$ cat src/rtl/core/dvt_ram.sv
`timescale 1ns / 1ps

module dvt_ram #(
   parameter int WIDTH = 8,
   parameter int DEPTH = 256
) (
   input  logic                     clock,
   input  logic                     wr_en,
   input  logic [$clog2(DEPTH)-1:0] wr_addr,
   input  logic [WIDTH-1:0]         wr_data,
   input  logic [$clog2(DEPTH)-1:0] rd_addr,
   output logic [WIDTH-1:0]         rd_data
);

   logic [WIDTH-1:0] mem [DEPTH];
   logic [WIDTH-1:0] rd_data_ff;

   always_ff @(posedge clock) begin
      if (wr_en) begin
         mem[wr_addr] <= wr_data;
      end
      rd_data_ff <= mem[rd_addr];
   end

   assign rd_data = rd_data_ff;

endmodule

$ cat config.mk
export PLATFORM = sky130hd
export DESIGN_NAME = dvt_ram
export DESIGN_NICKNAME = d
export VERILOG_FILES = /design/src/rtl/core/dvt_ram.sv
export SDC_FILE = /design/constraint.sdc
export NUM_CORES = 2
export LEC_CHECK = 0
export BUFFER_PORTS_ARGS = -buffer_cell sky130_fd_sc_hd__buf_2
export CORE_MARGIN = 10
export CORE_UTILIZATION = 35
export DETAILED_ROUTE_END_ITERATION = 8
export SLEW_MARGIN = 10
export SYNTH_ARGS = -nofsm -noshare
export SYNTH_HDL_FRONTEND = slang
export SYNTH_SLANG_ARGS = --single-unit
$ cat constraint.sdc
create_clock -name clock -period 2.5 [get_ports clock]
set_input_delay 0.25 -clock clock [delete_from_list [all_inputs] [get_ports clock]]
set_output_delay 0.25 -clock clock [all_outputs]
set_load 0.005 [all_outputs]
==> flow_metrics.env <==
export IMPL_outcome="complete, no violations"
export IMPL_synth_area_leader_cell="edfxtp_1"
export IMPL_cp_slowest_cell="mux4_2"
export IMPL_yosysWarnings=0
export IMPL_clkTransAtPathRegs_ns=0.06
export IMPL_cts_htree_levels=4
export IMPL_drtPass1Iterations=5
export IMPL_drv_cap=0
export IMPL_power_density_nw_per_um2=764
export IMPL_vdd_drop_max_v=0.000765
export IMPL_area_growth_synth_to_final_pct=19.4
export IMPL_rows=174
export IMPL_regArea_um2=61700
export IMPL_antenna_left=0
export IMPL_via_per_inst=5.39
export IMPL_setup_slack_ns=0.0620
export IMPL_drt_iter0_markers=4291
export IMPL_period_needed_ns=2.44
export IMPL_grtUsageTotal=0.165
export IMPL_yosys_top_cells_count="2048 x edfxtp_1, 454 x mux4_2, 282 x nor2_1"
export IMPL_synth_edf_count=2048
export IMPL_ys_ff_latch=2056
export IMPL_start_util=0.353
export IMPL_multi_input_area_um2=16600
export IMPL_cts_tree="built"
export IMPL_clock_skew_ns=0.0360
export IMPL_grt_pass1_vias=41100
export IMPL_wl_per_cell_um=27.3
export IMPL_syn_inst=3733
export IMPL_hold_violations=0
export IMPL_drt_total_wl_um=206000
export IMPL_coreArea_um2=226000
export IMPL_syn_nets=3759
export IMPL_crit_type="register to register"
export IMPL_layout_drive_gt1_share=0.322
export IMPL_fmax_mhz=410
export IMPL_crit_fanout=1
export IMPL_netlist_area_um2=79600
export IMPL_slew_headroom=0.380
export IMPL_avgSynthCellArea_um2=21.3
export IMPL_hpwl_um=133000
export IMPL_clockRootBuffer="clkbuf_16"
export IMPL_place_congestion=0.823
export IMPL_dieArea_um2=247000
export IMPL_period_share=0.975
export IMPL_globalRouteOverflowTotal=0
export IMPL_synth_most_common_cell="edfxtp_1"
export IMPL_dp_slack_ns=-0.930
export IMPL_numCtsBuffers=203
export IMPL_required_ns=3.22
export IMPL_fill_cells=19600
export IMPL_cp_num_buf_inv=1
export IMPL_seq_area_frac_synth=0.775
export IMPL_die_w_um=497
export IMPL_antenna_found_initial=20
export IMPL_synth_top_area_share=0.773
export IMPL_crit_chain="mux4_2 > mux4_2 > nor2b_1 > nor4_4 > buf_4 > nor4_2"
export IMPL_leakage_nw=30.4
export IMPL_cts_sinks=2056
export IMPL_cp_common_cell="mux4_2"
export IMPL_min_delay_path_class="input pin to register"
export IMPL_slew_viol_final=0
export IMPL_final_nets=4419
export IMPL_worstMarginPinSlew_ns=0.931
export IMPL_grt_pass1_wl_um=298000
export IMPL_crit_family="multiplexers"
export IMPL_grt_max_degree=96
export IMPL_die_y_um=497
export IMPL_num_vias=40700
export IMPL_async_flop_share=0
export IMPL_yosys_top_cells_area="edfxtp_1 77%, mux4_2 13%, mux2i_1 1.7%, nor2_1 1.3%, a22oi_1 1.3%"
export IMPL_cp_start_kind="register"
export IMPL_clock_latency_ns=0.84
export IMPL_io_pins=34
export IMPL_fin_util=0.421
export IMPL_yosysUniqueCellTypes=55
export IMPL_clockBufferDepth=3
export IMPL_portBuffers=33
export IMPL_synthFlopType="edfxtp_1"
export IMPL_max_stage_delay_ns=0.56
export IMPL_setup_violations=0
export IMPL_post_cts_setup_buffer_count=0
export IMPL_drc=0
export IMPL_worst_hold_slack_ns=0.0984
export IMPL_arrival_ns=3.16
export IMPL_rsz0062_at_grt="false"
export IMPL_crit_path_end_kind="register"
per-stage QoR:
stage	instance area, um2	std cells	TNS [ns]	power, mW
2_1_floorplan	79600	3733	0	40.6
3_3_place_gp	88000	7169	-7.59	42.7
3_5_place_dp	88100	7172	-5.53	42.8
4_1_cts	94900	7556	0	73.2
5_1_grt	94900	7559	0	74.7
6_report	95000	7565	0	72.6
final cells by class:
| cell class | count | share of cell area |
|---|---|---|
| sequential | 2056 | 0.649 |
| multi-input combinational | 1442 | 0.175 |
| timing repair buffer | 688 | 0.0655 |
| clock buffer | 242 | 0.0561 |
| tap | 2992 | 0.0394 |
| clock inverter | 134 | 0.0146 |
| antenna | 9 | 0.000237 |
| inverter | 2 | 0.0000791 |
layer usage:
| layer | up-vias | part of all wire | GRT usage | wire length [um] |
|---|---|---|---|---|
| met3 | 317 | 0.072 | 0.0298 | 14800 |
| met2 | 1528 | 0.49 | 0.269 | 100000 |
| li1 | 17100 | - | - | - |
| met4 | 6 | 0.026 | 0.0441 | 5320 |
| met1 | 21800 | 0.42 | 0.230 | 85900 |
| met5 | - | 0.00016 | 0 | 34 |
cells in the final DEF, fill, tap and decap left out, types with 30 or more instances in the layout:
master     synthesis  layout
nor2_1           282     279
buf_4             27     568
clkbuf_1         111      30
a22oi_1          133     133
nand3_1           34      34
clkinv_2           0      43
clkbuf_16          0     204
edfxtp_1        2048    2048
o221ai_1          46      46
buf_12             8      81
mux2i_1          134     134
clkinv_1           1      44
mux4_2           454     454
a21oi_1           96      96
nand2_1           33      33
power by group:
group / internal (mW) / switching, mW
Clock: 17.4 / 13.1
Sequential: 38.0 / 0.0715
Combinational: 1.59 / 2.39
sequential cells by signal, indices dropped and copies added (netlist names):
register  count
rd_data       8
mem        2048
cells by family after synthesis:
group / Yosys count / share of synthesized area
AOI/OAI and AO/OA: 385 / 0.0342
buffers and inverters: 235 / 0.0183
DFF: 2056 / 0.775
muxes: 591 / 0.146
and+or+nand+nor: 466 / 0.0263
tightest hold or removal path, cell delays in order:
cell and delay [ns]:
buf_2 0.14, nand4_1 0.26, nor2_1 0.10
what timing repair did:
action,in CTS,in global routing
hold buffers,8,0
hold endpoints to repair,405,0
gates resized for setup,10,2
setup endpoints to repair,7,2
path summary, 6_finish.rpt:
kind	cells past startpoint	slack (ns)	end	from
hold reg to reg	7	1.09	rd_data[5]$_DFF_P_	mem[32][5]$_DFFE_PP_
hold / removal	3	0.1	mem[254][5]$_DFFE_PP_	wr_addr[4]
setup reg to reg	6	0.06	rd_data[0]$_DFF_P_	mem[83][0]$_DFFE_PP_
setup / recovery	6	0.06	rd_data[0]$_DFF_P_	mem[83][0]$_DFFE_PP_
(Power assumes the default switching activity.)
