==> src/rtl/core/dvt_pkg.sv <==
`timescale 1ns / 1ps

package dvt_pkg;

   localparam int SLOTS     = 1024;
   localparam int LABELS    = 1024;

   localparam int SLOT_W    = 10;   // width of the slot_index field
   localparam int LABEL_W   = 10;   // width of the new_label field
   localparam int TOTAL_W   = 11;   // width of the distinct_total field

   localparam int SLOT_AW   = $clog2(SLOTS);
   localparam int LABEL_AW  = $clog2(LABELS);
   localparam int POP_W     = $clog2(SLOTS + 1);

   localparam int CLR_DEPTH = (SLOTS > LABELS) ? SLOTS : LABELS;
   localparam int CLR_AW    = $clog2(CLR_DEPTH);

   typedef enum logic [2:0] {
      ST_CLEAR,
      ST_IDLE,
      ST_RD_OLD,
      ST_UPD_OLD,
      ST_UPD_NEW
   } state_type;

   typedef struct packed {
      logic                wr_en;
      logic [SLOT_AW-1:0]  wr_addr;
      logic [LABEL_W-1:0]  wr_data;
      logic [SLOT_AW-1:0]  rd_addr;
   } slot_mem_req_type;

   typedef struct packed {
      logic                wr_en;
      logic [LABEL_AW-1:0] wr_addr;
      logic [POP_W-1:0]    wr_data;
      logic [LABEL_AW-1:0] rd_addr;
   } pop_mem_req_type;

endpackage

==> src/rtl/core/dvt_ctrl.sv <==
`timescale 1ns / 1ps

module dvt_ctrl (
   input  logic                       clock,
   input  logic                       reset,
   input  logic                       start,
   output logic                       busy,
   input  logic [dvt_pkg::SLOT_W-1:0]  req_slot_index,
   input  logic [dvt_pkg::LABEL_W-1:0] req_new_label,
   output logic                       rsp_strobe,
   output logic [dvt_pkg::TOTAL_W-1:0] rsp_distinct_total,
   output dvt_pkg::slot_mem_req_type  slot_req,
   input  logic [dvt_pkg::LABEL_W-1:0] slot_rd_data,
   output dvt_pkg::pop_mem_req_type   pop_req,
   input  logic [dvt_pkg::POP_W-1:0]   pop_rd_data
);

   import dvt_pkg::*;

   state_type            state_ff, state_in;
   logic [CLR_AW-1:0]    clr_ff, clr_in;
   logic [SLOT_W-1:0]    slot_ff, slot_in;
   logic [LABEL_W-1:0]   label_ff, label_in;
   logic [LABEL_W-1:0]   old_ff, old_in;
   logic [POP_W-1:0]     pop_new_ff, pop_new_in;
   logic                 in_range_ff, in_range_in;
   logic [TOTAL_W-1:0]   total_ff, total_in;
   logic                 strobe_ff, strobe_in;

   always_ff @(posedge clock) begin
      if (reset) begin
         state_ff  <= ST_CLEAR;
         clr_ff    <= '0;
         total_ff  <= '0;
         strobe_ff <= 1'b0;
      end else begin
         state_ff  <= state_in;
         clr_ff    <= clr_in;
         total_ff  <= total_in;
         strobe_ff <= strobe_in;
      end
   end

   always_ff @(posedge clock) begin
      slot_ff     <= slot_in;
      label_ff    <= label_in;
      old_ff      <= old_in;
      pop_new_ff  <= pop_new_in;
      in_range_ff <= in_range_in;
   end

   always_comb begin
      state_in    = state_ff;
      clr_in      = clr_ff;
      slot_in     = slot_ff;
      label_in    = label_ff;
      old_in      = old_ff;
      pop_new_in  = pop_new_ff;
      in_range_in = in_range_ff;
      total_in    = total_ff;
      strobe_in   = 1'b0;
      busy        = 1'b1;

      slot_req.wr_en   = 1'b0;
      slot_req.wr_addr = SLOT_AW'(slot_ff);
      slot_req.wr_data = label_ff;
      slot_req.rd_addr = SLOT_AW'(req_slot_index);
      pop_req.wr_en    = 1'b0;
      pop_req.wr_addr  = LABEL_AW'(label_ff);
      pop_req.wr_data  = pop_new_ff + POP_W'(1);
      pop_req.rd_addr  = LABEL_AW'(req_new_label);

      unique case (state_ff)
         ST_CLEAR: begin
            // sweep both memories to zero, one entry per cycle
            slot_req.wr_en   = 32'(clr_ff) < SLOTS;
            slot_req.wr_addr = SLOT_AW'(clr_ff);
            slot_req.wr_data = '0;
            pop_req.wr_en    = 32'(clr_ff) < LABELS;
            pop_req.wr_addr  = LABEL_AW'(clr_ff);
            pop_req.wr_data  = '0;
            clr_in = clr_ff + CLR_AW'(1);
            if (32'(clr_ff) == CLR_DEPTH - 1) begin
               state_in = ST_IDLE;
            end
         end
         ST_IDLE: begin
            busy = 1'b0;
            if (start) begin
               slot_in     = req_slot_index;
               label_in    = req_new_label;
               in_range_in = (32'(req_slot_index) < SLOTS) && (32'(req_new_label) < LABELS);
               state_in    = ST_RD_OLD;
            end
         end
         ST_RD_OLD: begin
            old_in     = slot_rd_data;
            pop_new_in = pop_rd_data;
            pop_req.rd_addr = LABEL_AW'(slot_rd_data);
            if (!in_range_ff || slot_rd_data == label_ff) begin
               strobe_in = 1'b1;
               state_in  = ST_IDLE;
            end else begin
               state_in = ST_UPD_OLD;
            end
         end
         ST_UPD_OLD: begin
            // drop the old label and relabel the slot
            slot_req.wr_en  = 1'b1;
            pop_req.wr_en   = (old_ff != '0) && (pop_rd_data != '0);
            pop_req.wr_addr = LABEL_AW'(old_ff);
            pop_req.wr_data = pop_rd_data - POP_W'(1);
            if (pop_req.wr_en && pop_rd_data == POP_W'(1) && total_ff != '0) begin
               total_in = total_ff - TOTAL_W'(1);
            end
            state_in = ST_UPD_NEW;
         end
         ST_UPD_NEW: begin
            // old and new labels differ, so the population read earlier is current
            pop_req.wr_en = label_ff != '0;
            if (pop_req.wr_en && pop_new_ff == '0) begin
               total_in = total_ff + TOTAL_W'(1);
            end
            strobe_in = 1'b1;
            state_in  = ST_IDLE;
         end
         default: begin
            state_in = ST_IDLE;
         end
      endcase
   end

   assign rsp_strobe         = strobe_ff;
   assign rsp_distinct_total = total_ff;

endmodule

==> config.mk <==
export PLATFORM = sky130hd
export DESIGN_NAME = dvt_ctrl
export DESIGN_NICKNAME = d
export VERILOG_FILES = /design/src/rtl/core/dvt_pkg.sv /design/src/rtl/core/dvt_ctrl.sv
export SDC_FILE = /design/constraint.sdc
export NUM_CORES = 1
export LEC_CHECK = 0
export ABC_AREA = 1
export ABC_CLOCK_PERIOD_IN_PS = 2450
export BUFFER_PORTS_ARGS = -buffer_cell sky130_fd_sc_hd__buf_4
export CAP_MARGIN = 10
export CELL_PAD_IN_SITES_DETAIL_PLACEMENT = 1
export CELL_PAD_IN_SITES_GLOBAL_PLACEMENT = 1
export CORE_ASPECT_RATIO = 0.8
export CORE_UTILIZATION = 33
export DETAILED_ROUTE_END_ITERATION = 12
export PLACE_DENSITY = 0.84
export SETUP_SLACK_MARGIN = 0.02
export SLEW_MARGIN = 10
export SYNTH_ARGS = -nofsm -noshare
export SYNTH_HDL_FRONTEND = slang
export SYNTH_SLANG_ARGS = --single-unit
==> constraint.sdc <==
create_clock -name clock -period 2.45 [get_ports clock]
set_clock_uncertainty 0.2 [all_clocks]
set_input_delay 0.1225 -clock clock [delete_from_list [all_inputs] [get_ports clock]]
set_output_delay 0.1225 -clock clock [all_outputs]
set_load 0.02 [all_outputs]
==> reports/results.md, run 1 <==
| Quantity | This run | Unit |
| --- | --- | --- |
| Share of layout cells above drive strength 1 | 22.7 | % |
| Nets in the synthesized netlist | 643 | - |
| Total Nets Final | 812 | - |
| Post-route minimum period | 2.34 | ns |
| Worst Hold Endpoint | clr_ff[5] | - |
| Synth cell types | 40 | - |
| Synth Warn # | 0 | - |
| TritonCTS Buffers | 9 | - |
| Count of maximum capacitance violations | 0 | - |
| Sequential fraction of the synthesis area | 41.1 | % |
| Die Span Y | 103 | µm |
| Clk sink count | 66 | - |
| DRC violations left | 0 | - |
| Number of filler cells placed in the layout | 1,527 | - |
| Type of element capturing the critical path | primary output | - |
| Total die area | 13,200 | µm² |
| Synth top area cells | sky130_fd_sc_hd__edfxtp_1, sky130_fd_sc_hd__nand2_1, sky130_fd_sc_hd__dfxtp_1 | - |
| Worst hold margin | 0.297 | ns |
| Total negative setup slack | 0 | ns |
| Gate family responsible for the most delay along the worst path | buffers and inverters | - |
| Transition at the pin with the smallest max-transition slack | 0.569 | ns |
| Final period util | 95.6 | % |
| Synthesis-to-layout area growth | 44.5 | % |
| Dominant register cell in the synthesized netlist | sky130_fd_sc_hd__edfxtp_1 | - |
| Clock transition at the register clock pins on the worst setup and hold paths after CTS | 0.06 | ns |
| Initial antenna violation count | 0 | - |
| Setup slack of the most critical reg-to-reg path | 0.14 | ns |
| Hold Crit Start | clr_ff[5] | - |
| Inserted Diodes | 0 | - |
| Result of the run | complete, no violations | - |
| Max-slew violations | 0 | - |
| Root buffer cell | sky130_fd_sc_hd__clkbuf_16 | - |
| Worst slack at placement | -0.0486 | ns |
| Buffer depth of the longest clock path | 2 | - |
| Peak fanout along the critical path | 14 | - |
| Crit path setup slack, layout | 0.107 | ns |
| Instance area after placement | 5270 | µm² |
| Initial standard-cell utilization of the core | 34.2 | % |
| Crit path max-delay cell type | sky130_fd_sc_hd__dfxtp_1 | - |
| Number of endpoints failing setup at the final stage | 0 | - |
| Hold violation total from the final report | 0 | - |
| Clock tree from TritonCTS | built | - |
| Share of the synthesized area in the top cell type | 29.2 | % |
| Worst path required time | 2.13 | ns |
| Clock insertion delay at the later pin of the skew report | 0.33 | ns |
| Final routed wire length divided by cell count | 17.1 | µm |
| Initial drt markers | 231 | - |
| Detailed Route WL | 15,900 | µm |
| Longest individual stage delay on the worst path | 0.43 | ns |
| Data arrival time of the critical path | 2.02 | ns |
| Post-layout instance area | 6090 | µm² |
| Depth of the worst hold-timing path | 1 | - |
| Worst reg-to-reg path cell count | 14 | - |
| Cell taking the most area after synthesis | sky130_fd_sc_hd__edfxtp_1 | - |
| Total overflow reported by the global router | 0 | - |
| Cell area after synthesis | 4210 | µm² |
| Type of the most critical hold path | reg2reg | - |
| Number of register bits inferred by synthesis | 66 | - |
| Async set-reset flop share out of synthesis | 0 | % |
| Highest Clock Rate | 0.427 | GHz |
| Worst flop-to-flop path startpoint | state_ff[1] | - |
| Total via count after detailed routing | 4,710 | - |
| Bufs and invs on worst path | 5 | - |
| Synth Area per Inst | 7.21 | µm² |
| Detailed-routing iteration count for the pre-antenna-repair pass | 5 | - |
| Worst R2R End | rsp_distinct_total[8] | - |
| Leakage | 2.89 | nW |
| Setup CP Type | reg2out | - |
| Overall track demand over capacity in global routing | 24.7 | % |
| Slew headroom | 61.8 | % |
| Wire length of the first global-routing pass | 24,900 | µm |
| Die Wd | 128 | µm |
| Maximum number of pins on one net before global-route repair | 22 | - |
| Setup repair after global routing missed its margin | no | - |
| Number of port buffers | 119 | - |
| ANT nets after route | 0 | - |
| CP Launch Type | register | - |
| Via density per instance | 5.07 | - |
| Number of enable flip-flop cells after synthesis | 41 | - |
| Power per cell area | 442 | nW/µm² |
| HPWL after detailed placement | 11,200 | µm |
| # rows | 36 | - |
| Critical path, cell by cell | inv_1 -> nand2_1 -> nor2_4 -> inv_1 -> buf_4 -> nor2_1 -> inv_1 -> o221ai_1 -> buf_4 | - |
| Cells after synthesis | 584 | - |
| Global placement routability congestion | 0.876 | - |
| I/O pins | 120 | - |
| Core Footprint | 12,300 | µm² |
| Vias in the first global route | 5,045 | - |
| Number of H-tree levels | 3 | - |
| Worst IR drop on VDD | 418 | µV |
| Cell type with the highest occurrence count on the critical path | sky130_fd_sc_hd__inv_1 | - |
==> how the worst max path moves through the flow <==
stage / start / end / slack [ns] / cells after the start
after floorplan: state_ff[2] / pop_req[1] / 0.14 / 4
after global placement: state_ff[0] / rsp_distinct_total[8] / 0.11 / 14
after detailed placement: state_ff[0] / rsp_distinct_total[7] / -0.05 / 11
after CTS: pop_rd_data[2] / pop_req[19] / 0.03 / 9
after global routing: pop_new_ff[0] / pop_req[20] / 0.009 / 8
final: state_ff[1] / pop_req[21] / 0.11 / 9
==> layer usage <==
| layer | wire, µm | GRT usage (%) | share of wire (%) | vias up |
|---|---|---|---|---|
| li1 | - | - | - | 2228 |
| met1 | 6640 | 27.9 | 42 | 2280 |
| met2 | 8010 | 45.4 | 50 | 170 |
| met3 | 856 | 5.86 | 5.4 | 32 |
| met4 | 398 | 9.23 | 2.5 | 0 |
| met5 | 0 | 0 | 0 | - |
==> layout make-up <==
class	count	area [µm²]	share of cell area [%]
Multi-Input combinational cell	424	2140	35.1
Sequential cell	66	1730	28.5
Timing Repair Buffer	178	1440	23.7
Inverter	74	284	4.67
Clock buffer	13	260	4.28
Tap cell	171	214	3.52
Clock inverter	3	15.0	0.247
==> synth_stat cells (2+ instances only) <==
master	n
sky130_fd_sc_hd__nand2_2	3
sky130_fd_sc_hd__o221ai_1	2
sky130_fd_sc_hd__buf_4	12
sky130_fd_sc_hd__nand3_1	30
sky130_fd_sc_hd__nand3b_1	9
sky130_fd_sc_hd__xnor2_1	6
sky130_fd_sc_hd__nor3_1	8
sky130_fd_sc_hd__inv_1	71
sky130_fd_sc_hd__clkbuf_1	2
sky130_fd_sc_hd__o22ai_1	2
sky130_fd_sc_hd__o21ai_1	2
sky130_fd_sc_hd__nand2_1	169
sky130_fd_sc_hd__o211ai_1	8
sky130_fd_sc_hd__o32ai_1	2
sky130_fd_sc_hd__dfxtp_1	25
sky130_fd_sc_hd__o21ai_0	24
sky130_fd_sc_hd__inv_2	2
sky130_fd_sc_hd__nor2_1	97
sky130_fd_sc_hd__nand4_1	9
sky130_fd_sc_hd__nor3_2	2
sky130_fd_sc_hd__buf_2	4
sky130_fd_sc_hd__edfxtp_1	41
sky130_fd_sc_hd__xor2_1	5
sky130_fd_sc_hd__ha_1	14
sky130_fd_sc_hd__a21oi_1	20
==> state kept, by name, indices dropped and copies added (netlist names) <==
signal	cells
rsp_strobe	1
label_ff	10
state_ff	3
rsp_distinct_total	11
pop_new_ff	11
old_ff	10
clr_ff	10
slot_ff	10
==> cells in the final DEF, fill, tap and decap left out, types with 14 or more instances in the layout <==
cell type,instances
sky130_fd_sc_hd__nor2_1,91
sky130_fd_sc_hd__dfxtp_1,24
sky130_fd_sc_hd__dlygate4sd3_1,43
sky130_fd_sc_hd__nand3_1,30
sky130_fd_sc_hd__buf_4,135
sky130_fd_sc_hd__inv_1,70
sky130_fd_sc_hd__edfxtp_1,41
sky130_fd_sc_hd__o21ai_0,22
sky130_fd_sc_hd__nand2_1,167
sky130_fd_sc_hd__ha_1,14
sky130_fd_sc_hd__a21oi_1,18
==> power breakdown <==
| group | total [W] | switching, W | internal, W |
|---|---|---|---|
| combinational | 0.000292 | 0.000144 | 0.000147 |
| sequential | 0.00119 | 0.00000428 | 0.00118 |
| clock | 0.00121 | 0.000478 | 0.000736 |
| total | 0.00269 | 0.000626 | 0.00207 |
==> kinds of logic after synthesis <==
family                     share of synthesized area, %
buffers and inverters                              9.75
AOI/OAI and AO/OA                                  8.98
DFF                                                41.1
and+or+nand+nor                                    33.2
xor gates and xnor gates                           2.29
adders and majority gates                          4.64
==> timing repair <==
item / 4_1_cts / 5_1_grt
buffers inserted: 0 / 6
pin swaps: 0 / 3
endpoints found under the setup margin: 10 / 19
hold endpoints to repair: 48 / 0
gates resized for setup: 2 / 19
hold buffers: 43 / 0
==> stage by stage <==
step	instances	power [W]	utilization (%)
after floorplan	584	0.00131	-
after global placement	864	0.00143	42.8
after detailed placement	864	0.00144	42.8
after CTS	923	0.00270	48.6
after global routing	929	0.00278	49.5
final	929	0.00269	49.5
No activity file was read; power rests on OpenSTA's default activity.
==> inputs of run 2 (changes only) <==
Settings changed: CORE_ASPECT_RATIO 0.8 to 0.7.
==> run 2 against run 1 <==
  * Register-to-register slack improved by 0.07 ns
  * Clock-buffer cell count is 2 lower
  * Maximum frequency increased by 1.2%
  * Non-clock buffer count is 5 lower
  * Sequential power barely moved
  * Die area about the same
  * Core utilization shrank 0.74 points
  * Cell count decreased by 1.4%
  * Global-route usage increased by 0.24 points
  * Worst setup slack better by 0.027 ns
  * Critical path type unchanged
  * Largest cell class unchanged
  * Largest power group unchanged
==> reports/results.md, run 2 (synthesis gave the netlist of run 1 again) <==
| Quantity | This run | Unit |
| --- | --- | --- |
| Initial drt markers | 269 | - |
| Hold violation total from the final report | 0 | - |
| Capturing instance or port of the critical path | pop_req[18] | - |
| Detailed Route WL | 15,800 | µm |
| Initial antenna violation count | 1 | - |
| Count of maximum capacitance violations | 0 | - |
| Post-route minimum period | 2.32 | ns |
| Post-layout instance area | 6060 | µm² |
| Core Footprint | 12,400 | µm² |
| Worst flop-to-flop path startpoint | state_ff[0] | - |
| Highest Clock Rate | 0.432 | GHz |
| TritonCTS Buffers | 9 | - |
| Clk sink count | 66 | - |
| Max-slew violations | 0 | - |
| Via density per instance | 5.04 | - |
| Instance area after placement | 5240 | µm² |
| HPWL after detailed placement | 11,400 | µm |
| Final period util | 94.5 | % |
| Peak fanout along the critical path | 14 | - |
| Beginning of the critical path | state_ff[2] | - |
| Number of port buffers | 119 | - |
| Clock tree from TritonCTS | built | - |
| Worst reg-to-reg path cell count | 14 | - |
| Type of element capturing the critical path | primary output | - |
| Number of H-tree levels | 3 | - |
| Die Span Y | 96.5 | µm |
| Initial standard-cell utilization of the core | 33.9 | % |
| Worst IR drop on VDD | 306 | µV |
| DRC violations left | 0 | - |
| Commonest non-fill, non-tap cells in the layout | sky130_fd_sc_hd__nand2_1, sky130_fd_sc_hd__buf_4, sky130_fd_sc_hd__nor2_1 | - |
| Total via count after detailed routing | 4,615 | - |
| Root buffer cell | sky130_fd_sc_hd__clkbuf_16 | - |
| ANT nets after route | 0 | - |
| Final routed wire length divided by cell count | 17.2 | µm |
| Buffer depth of the longest clock path | 2 | - |
| Vias in the first global route | 4,923 | - |
| Met1 Wirelength | 6570 | µm |
| Highest signal layer in the routed design | met4 | - |
| Wire length of the first global-routing pass | 24,700 | µm |
| Data arrival time of the critical path | 1.99 | ns |
| Number of endpoints failing setup at the final stage | 0 | - |
| Clock insertion delay at the later pin of the skew report | 0.34 | ns |
| Result of the run | complete, no violations | - |
| Global placement routability congestion | 0.834 | - |
| Multi-input gate area | 2150 | µm² |
| Share of layout cells above drive strength 1 | 22.4 | % |
| Number of filler cells placed in the layout | 1,581 | - |
| Sequential standard cell area | 1730 | µm² |
| Most common library cell in the layout ignoring fill and taps | sky130_fd_sc_hd__nand2_1 | - |
| Clock transition at the register clock pins on the worst setup and hold paths after CTS | 0.06 | ns |
| Setup CP Type | reg2out | - |
| Worst R2R End | rsp_distinct_total[10] | - |
| Total overflow reported by the global router | 0 | - |
| Leakage | 2.85 | nW |
| Total die area | 13,200 | µm² |
| Total negative setup slack | 0 | ns |
| Type of the most critical hold path | reg2reg | - |
| WL met3 | 899 | µm |
| Detailed-routing iteration count for the pre-antenna-repair pass | 7 | - |
| Worst path required time | 2.13 | ns |
| # rows | 34 | - |
| Maximum number of pins on one net before global-route repair | 21 | - |
| I/O pins | 120 | - |
| Length of routed met2 wiring | 7990 | µm |
| CP Launch Type | register | - |
| Die Wd | 137 | µm |
| Setup slack of the most critical reg-to-reg path | 0.21 | ns |
| Placed cell count | 853 | - |
| Setup repair after global routing missed its margin | no | - |
| Power per cell area | 451 | nW/µm² |
| Overall track demand over capacity in global routing | 24.9 | % |
| Total Nets Final | 807 | - |
| Number of standard cells in the layout, taps in and fillers out | 916 | - |
| Transition at the pin with the smallest max-transition slack | 0.596 | ns |
| Slew headroom | 60.0 | % |
| Worst slack at placement | -0.0955 | ns |
| Crit path setup slack, layout | 0.134 | ns |
| Synthesis-to-layout area growth | 43.8 | % |
[run 2: worst min path at each step]
stage | depth (start not counted) | endpoint | from | slack (ns)
after floorplan | 1 | rsp_strobe | reset | -0.008
after global placement | 1 | slot_ff[7] | req_slot_index[7] | 0.11
after detailed placement | 1 | slot_ff[8] | req_slot_index[8] | 0.11
after CTS | 1 | clr_ff[3] | clr_ff[3] | 0.29
after global routing | 2 | label_ff[7] | req_new_label[7] | 0.31
final | 1 | clr_ff[3] | clr_ff[3] | 0.28
[run 2: cell type report]
class	instances	area share, %
multi-input combinational	424	35.5
sequential	66	28.6
timing repair buffer	173	23.2
inverter	74	4.69
clock buffer	11	3.84
tap	162	3.35
clock inverter	5	0.744
antenna	1	0.0413
[run 2: timing repair]
action	CTS	global route
pin swaps	1	2
endpoints found under the hold margin	48	0
hold buffers	43	0
endpoints found under the setup margin	14	15
setup buffers	2	1
gates resized for setup	5	20
cloned	0	0
[run 2: metal layers]
metal,vias up,GRT usage [%]
met4,0,8.52
met1,2220,28.2
met5,-,0
met3,30,6.05
met2,142,46.0
li1,2223,-
[run 2: power by group]
group	switching [W]	total, W	internal [W]
registers	0.00000458	0.00119	0.00118
clock network	0.000481	0.00126	0.000774
logic	0.000143	0.000290	0.000147
[run 2: worst max-delay path, cell delays in order (launching register included)]
cell,delay (ns)
sky130_fd_sc_hd__dfxtp_1,0.33
sky130_fd_sc_hd__buf_4,0.17
sky130_fd_sc_hd__nor2_2,0.21
sky130_fd_sc_hd__nand2_4,0.18
sky130_fd_sc_hd__inv_4,0.21
sky130_fd_sc_hd__o21ai_0,0.10
sky130_fd_sc_hd__o21ai_0,0.24
sky130_fd_sc_hd__buf_4,0.20
[run 2: stage by stage]
step	utilization (%)	total power (W)	hold slack, ns
floorplan	-	0.00131	-0.00843
CTS	48.2	0.00274	0.291
global route	48.8	0.00280	0.306
global placement	42.2	0.00143	0.112
detailed placement	42.2	0.00144	0.114
finish	48.8	0.00273	0.284
